File: src/rtl/lsi_pkg.sv
// Shared types, codes and fixed-point helpers for the LSTM sample inference block.
package lsi_pkg;

    // Item commands
    localparam logic [1:0] CMD_LOAD = 2'd0;
    localparam logic [1:0] CMD_KNOB = 2'd1;
    localparam logic [1:0] CMD_RUN  = 2'd2;

    // Accumulator width: 24x24 products over up to ~40 terms plus margin
    localparam int ACC_W = 56;

    // Store geometry
    localparam int STORE_DEPTH = 4096;
    localparam int STORE_AW    = 12;

    typedef enum logic [2:0] {
        ST_IDLE,
        ST_SETUP,
        ST_GATE,
        ST_DRAIN,
        ST_CELL,
        ST_DONE
    } state_t;

    typedef enum logic [3:0] {
        C_RD_F,
        C_RD_I,
        C_RD_G,
        C_RD_C,
        C_RD_O,
        C_MUL,
        C_SUM,
        C_WR_C,
        C_MUL_H,
        C_WR_H
    } cell_step_t;

    // Control tag that travels with each dot-product operand pair
    typedef struct packed {
        logic valid;
        logic first;
        logic last;
    } dot_tag_t;

    typedef struct packed {
        logic               valid;
        logic signed [23:0] value;
    } dot_res_t;

    // Round half up at bit 16, floor, saturate to 24 bits
    function automatic logic signed [23:0] sat_round(input logic signed [ACC_W-1:0] v);
        logic signed [ACC_W-1:0]  t;
        logic        [ACC_W-17:0] q;
        logic        [ACC_W-40:0] hi;
        t  = v + ACC_W'(32768);
        q  = t[ACC_W-1:16];
        hi = q[ACC_W-17:23];
        if (hi == '0 || hi == '1)
        begin
            return $signed(q[23:0]);
        end
        return q[ACC_W-17] ? 24'sh800000 : 24'sh7FFFFF;
    endfunction

    // Piecewise linear sigmoid on |x|, mirrored for negative x
    function automatic logic signed [17:0] sig_q(input logic signed [25:0] x);
        logic [25:0] a;
        logic [17:0] y;
        a = x[25] ? 26'(-x) : 26'(x);
        if (a >= 26'd327680)
        begin
            y = 18'd65536;
        end
        else if (a >= 26'd155648)
        begin
            y = 18'(a >> 5) + 18'd55296;
        end
        else if (a >= 26'd65536)
        begin
            y = 18'(a >> 3) + 18'd40960;
        end
        else
        begin
            y = 18'(a >> 2) + 18'd32768;
        end
        return x[25] ? $signed(18'd65536 - y) : $signed(y);
    endfunction

    // tanh(x) = 2*sig(2x) - 1
    function automatic logic signed [17:0] tanh_q(input logic signed [23:0] x);
        logic signed [25:0] x2;
        logic signed [18:0] t;
        x2 = {x[23], x, 1'b0};
        t  = $signed({sig_q(x2), 1'b0}) - 19'sd65536;
        return t[17:0];
    endfunction

endpackage

File: src/rtl/lsi_dot.sv
// Pipelined multiply-accumulate unit: one operand pair per cycle, one rounded sum per row.
module lsi_dot
(
    input  logic                clk,
    input  logic                rst_n,
    input  lsi_pkg::dot_tag_t   tag,
    input  logic signed [23:0]  w,
    input  logic signed [23:0]  v,
    output lsi_pkg::dot_res_t   res
);

    lsi_pkg::dot_tag_t                  t1_reg;
    lsi_pkg::dot_tag_t                  t2_reg;
    logic signed [lsi_pkg::ACC_W-1:0]   p_reg;
    logic signed [lsi_pkg::ACC_W-1:0]   acc_reg;
    logic signed [lsi_pkg::ACC_W-1:0]   bias_ext;
    logic signed [47:0]                 prod;
    lsi_pkg::dot_res_t                  res_reg;

    // Bias enters as w * 1.0, everything else as w * v
    always_comb
    begin
        bias_ext = lsi_pkg::ACC_W'(w) <<< 16;
        prod     = w * v;
    end

    // Tag pipeline
    always_ff @(posedge clk or negedge rst_n)
    begin
        if (!rst_n)
        begin
            t1_reg  <= '0;
            t2_reg  <= '0;
            res_reg <= '0;
        end
        else
        begin
            t1_reg        <= tag;
            t2_reg        <= t1_reg;
            res_reg.valid <= t2_reg.valid && t2_reg.last;
            res_reg.value <= lsi_pkg::sat_round(acc_reg);
        end
    end

    // Product and accumulate stages
    always_ff @(posedge clk)
    begin
        p_reg <= tag.first ? bias_ext : lsi_pkg::ACC_W'(prod);
        if (t1_reg.valid)
        begin
            acc_reg <= t1_reg.first ? p_reg : acc_reg + p_reg;
        end
    end

    assign res = res_reg;

endmodule

File: config.mk
export PLATFORM = sky130hd
export DESIGN_NAME = lsi_dot
export DESIGN_NICKNAME = d
export VERILOG_FILES = /design/src/rtl/lsi_pkg.sv /design/src/rtl/lsi_dot.sv
export SDC_FILE = /design/constraint.sdc
export NUM_CORES = 2
export LEC_CHECK = 0
export BUFFER_PORTS_ARGS = -buffer_cell sky130_fd_sc_hd__buf_2
export CORE_ASPECT_RATIO = 0.9
export CORE_MARGIN = 1.5
export CORE_UTILIZATION = 40
export CTS_BUF_LIST = sky130_fd_sc_hd__clkbuf_4 sky130_fd_sc_hd__clkbuf_8 sky130_fd_sc_hd__clkbuf_16
export CTS_CLUSTER_SIZE = 20
export DETAILED_ROUTE_END_ITERATION = 10
export PLACE_DENSITY = 0.51
export SYNTH_ARGS = -nofsm -noshare
export SYNTH_HDL_FRONTEND = slang
export SYNTH_SLANG_ARGS = --single-unit
export TNS_END_PERCENT = 20
File: constraint.sdc
create_clock -name clk -period 4.1 [get_ports clk]
set_clock_uncertainty 0.1 [all_clocks]
set_input_delay 1.025 -clock clk [delete_from_list [all_inputs] [get_ports clk]]
set_output_delay 1.025 -clock clk [all_outputs]
set_load 0.05 [all_outputs]
**Word level (Yosys, flattened, before mapping)**

Index checks and enable logic that the tools add are counted.

- Output and inout bits: 25
- Flip-flop bits (word level): 142
- Logic and storage cells: 23
- Input port bits: 53

- $add $sub $neg: 2
- Reductions and logical operators: 3
- Mux-type cells: 6
- Equality and inequality tests: 1
- $mul: 1

Operators with widths:

| operator | number |
|---|---|
| $mux 56 | 2 |
| $mux 24 | 3 |
| $add 56x17->56 const B | 1 |
| $add 56x56->56 | 1 |
| $mul 24x24->48 | 1 |
| $eq 17x17->1 const B | 1 |
| $logic_not 17->1 | 1 |
| $logic_and 1x1->1 | 1 |
| $logic_or 1x1->1 | 1 |
| $mux 1 | 1 |

**Depth between registers and ports, before layout**

- Depth in word-level cells: 5
- Gate-level depth with buffers: 26
- Mapped depth without buffers: 25

**Worst setup path before layout**

No wires, ideal clock.

- Path kind: input to register
- From: input w[23]
- To: register p_reg[45] (netlist bit)
- Required time: 3880 ps
- Stages: 25
- Path buffers: 2
- Slack: -3712 ps
- Arrival time: 7593 ps
- Library setup time: 120 ps
- Path through: clkbuf_1 nand2_1 inv_1 fa_1 fa_1 inv_1 fa_1 inv_1 fa_1 fa_1 fa_1 inv_1 fa_1 inv_1 ha_1 clkbuf_1 nand4_1 nor2_1 nand2_1 nor4b_1 o311ai_1 a31oi_1 a41o_1 nor4b_1 a211o_1

- Word-level cells in the longest chain between the ends: 2

Ends and longest elaborated chain:

| item | line | text |
|---|---|---|
| from (decl) | lsi_dot.sv:7 | `input logic signed [23:0] w,` |
| $mul 24x24->48 | lsi_dot.sv:24 | `prod = w * v;` |
| $mux 56 * | lsi_dot.sv:48 | `p_reg <= tag.first ? bias_ext : lsi_pkg::ACC_W'(prod);` |
| to (signal assigned) | lsi_dot.sv:48 |  |
| to (decl) | lsi_dot.sv:14 | `logic signed [lsi_pkg::ACC_W-1:0] p_reg;` |

Every way passes the cells marked *; elsewhere a longest branch is shown, timed or not.
A chain may end at the register's enable or synchronous reset.

**Worst setup path after layout**

- From: input w[5]
- To: register p_reg[46] (netlist bit)

- Word-level cells in the longest chain between the ends: 2

Ends and longest elaborated chain:

| item | line |
|---|---|
| $mul 24x24->48 | lsi_dot.sv:24 |
| $mux 56 | lsi_dot.sv:48 |

No other way between the ends.

==> impl_metrics.tcl <==
set metrics [dict create \
    status "finished, violations left" \
    violations "negative setup slack" \
    setup_viol 42 \
    hp-class "reg2reg" \
    vias 23400 \
    cts_tree "done" \
    synthFlopType "edfxtp_1" \
    fmax_ghz 0.139 \
    worstSetupStartpoint "w[5]" \
    critPathMaxFanout 6 \
    antenna_found_initial 1 \
    die_h_um 262 \
    yosysWarnings 0 \
    pre_cts_ws_ns -3.84 \
    ant_nets 0 \
    cts_root_buf "clkbuf_16" \
    htreeDepth 4 \
    worstSetupEndpointType "flip-flop" \
    hold_depth 0 \
    mostFrequentLayoutCells "inv_1, fa_1, nand2_1" \
    worst_pin_slew_ns 0.816 \
    grt.busiest_layer "met2" \
    start_kind "input pin" \
    overflow 0 \
    grt_max_degree 48 \
    relSlewSlack_pct 45.6 \
    cp.arrival_ns 7.40 \
    clkTransAtPathRegs_ns 0.06 \
    mostFrequentLayoutCell "inv_1" \
    cts_sinks 134 \
    drcViolationCount 0 \
    rsz0062_at_grt "yes" \
    finalHoldViolCount 0 \
    layout-drive-gt1-share_pct 20.2 \
    worst_ep_required_time_ns 4.30 \
    cpMostUsedCell "fa_1" \
    grtUsageMet1_pct 32.2 \
    fin_ws_ns -3.10 \
    largest_reg_flops 56 \
    io_buffers 77 \
    drt-pass1-iter-count 5 \
    maxSlewViolCount 0 \
    ys_seq_elements 134 \
    period_needed_ns 7.20 \
    grt_use_total_pct 23.1 \
    regToRegSetupSlack_ns 0.30 \
    dp.cells 4489 \
    final_nets 4442 \
    dp_hpwl_um 71800 \
    drtIter0Drc 1335 \
    fp.dieArea_sq_um 76100 \
    grtUsageMet3_pct 2.28 \
    grt_pass1_wl_um 139000 \
    wl_per_cell_um 18.6 \
    insertedDiodeCount 0 \
    placementRows 94 \
    totalNegativeSetupSlack_ns -100.40 \
    dieWidth_um 291 \
    synth_edf_count 56 \
    fillCellCount 6989 \
    vias_per_cell 5.13 \
    synthCells 3273 \
    reg2reg_to "acc_reg[53]" \
    place_congestion 0.913 \
    first_global_vias 25400 \
    r2r-start "acc_reg[31]" \
    area_delta_synth_final_pct 20.9 \
    use_met2_pct 39.8 \
    fin_cells 4564 \
    post_synth.cell_area_avg_sq_um 9.10 \
    cts_buffer_depth 2 \
    seq_area_frac_synth_pct 11.4 \
    core_sq_um 73400 \
    reg2regPathDepth 10 \
    synth_cell_type_count 79 \
    wl_um 84800 \
    cap_violations 0 \
    clkLatencyLatePin_ns 0.43 \
    syn_area_sq_um 29800 \
    crit_path_max_incr_delay_ns 0.55 \
    hold-path-endpoint "t2_reg[0]" \
    utilization_pct 49.1 \
    min_period_over_period_pct 176 \
    cts_made_buffers 17 \
    io_pins 78 \
    synth.net_count 4124 \
    holdBufCountCts 0 \
    initial_core_util_pct 40.6 \
    crit_type "in2reg" \
    async_reset_ff_share_pct 22.4 \
    worst_path_max_delay_cell "fa_1" \
    hold_start "t1_reg[0]" \
]
-- area by class of cell --
cell class,instances,area [sq um],share of cell area [%]
Timing Repair Buffer,449,4060,11.3
Multi-Input combinational cell,2355,24400,67.9
Inverter,634,2380,6.62
Tap cell,960,1200,3.34
Clock inverter,13,100,0.278
Clock buffer,19,440,1.22
Sequential cell,134,3400,9.43
-- worst max-delay path, delay by kind of cell --
kind,cells,cell delay [ns]
adders and majority gates,8,3.83
AOI/OAI and AO/OA,7,1.22
buffers and inverters,11,0.94
and+or+nand+nor,2,0.20
xor gates and xnor gates,1,0.19
-- stage by stage --
| stage | instance area, sq um | hold slack, ns |
|---|---|---|
| after floorplan | 30300 | 0.231 |
| after global placement | 33700 | 0.237 |
| after detailed placement | 33700 | 0.240 |
| after CTS | 35400 | 0.253 |
| after global routing | 36000 | 0.267 |
| final | 36000 | 0.251 |
-- worst max-delay path by stage --
| stage | to | cells past startpoint |
|---|---|---|
| after CTS | p_reg[45] | 26 |
| final | p_reg[46] | 29 |
| after global routing | p_reg[46] | 27 |
| after global placement | p_reg[54] | 26 |
| after detailed placement | p_reg[54] | 26 |
| after floorplan | p_reg[45] | 24 |
-- cell usage after synthesis (5+ instances only) --
master | n | area share [%]
and4_1 | 6 | 0.18
o21bai_1 | 19 | 0.48
inv_1 | 633 | 8.0
a21o_1 | 54 | 1.4
o21ai_1 | 11 | 0.18
o31ai_1 | 9 | 0.23
a41oi_1 | 5 | 0.15
and3_1 | 10 | 0.21
a31oi_1 | 15 | 0.31
nor3_2 | 9 | 0.30
fa_1 | 608 | 41
nor4_1 | 14 | 0.29
o2111ai_1 | 5 | 0.15
clkbuf_1 | 140 | 1.8
edfxtp_1 | 56 | 5.6
nor2b_1 | 11 | 0.23
dfxtp_1 | 48 | 3.2
a211oi_1 | 21 | 0.53
nor3b_1 | 5 | 0.13
o211ai_1 | 11 | 0.28
o21a_1 | 10 | 0.25
nor3_1 | 36 | 0.60
a21oi_1 | 95 | 1.6
dfrtp_1 | 30 | 2.5
a21boi_0 | 6 | 0.15
xor2_1 | 56 | 1.6
nand2b_1 | 16 | 0.34
nand4b_1 | 6 | 0.18
nand2_1 | 422 | 5.3
o21ai_0 | 126 | 2.1
or4_1 | 8 | 0.20
and2_1 | 277 | 5.8
ha_1 | 190 | 8.0
o21ai_2 | 11 | 0.32
xnor2_1 | 61 | 1.8
nand4_1 | 16 | 0.34
nand3_1 | 40 | 0.67
or3_1 | 8 | 0.17
nor2_1 | 92 | 1.2
-- cells by family (layout without fill, tap and decap cells) --
kind of cell	count (synthesis)	after routing	share of synthesized area, %
AO/OA/AOI/OAI	441	441	9.48
XOR/XNOR	117	117	3.44
adder cells (fa/ha/maj)	798	798	48.8
buffers and inverters	784	1115	9.95
flip-flops	134	134	11.4
multiplexers	8	8	0.286
AND/OR/NAND/NOR	991	991	16.6
-- repair_timing --
action                     in CTS  in global routing
gates resized for setup       260                124
setup endpoints to repair      42                 47
buffers inserted               31                 14
cloned                          1                  0
pin swaps                     121                 80
-- layer usage --
metal | part of all wire [%] | vias to the layer above | routed length (um)
li1 | - | 10800 | -
met1 | 47 | 12000 | 39500
met2 | 48 | 547 | 40300
met3 | 4.5 | 69 | 3840
met4 | 1.3 | 0 | 1120
met5 | 0 | - | 0
Power is left out: the tool's default activity adds up to more than one toggle a clock period on the data nets, which glitch-free logic cannot reach.
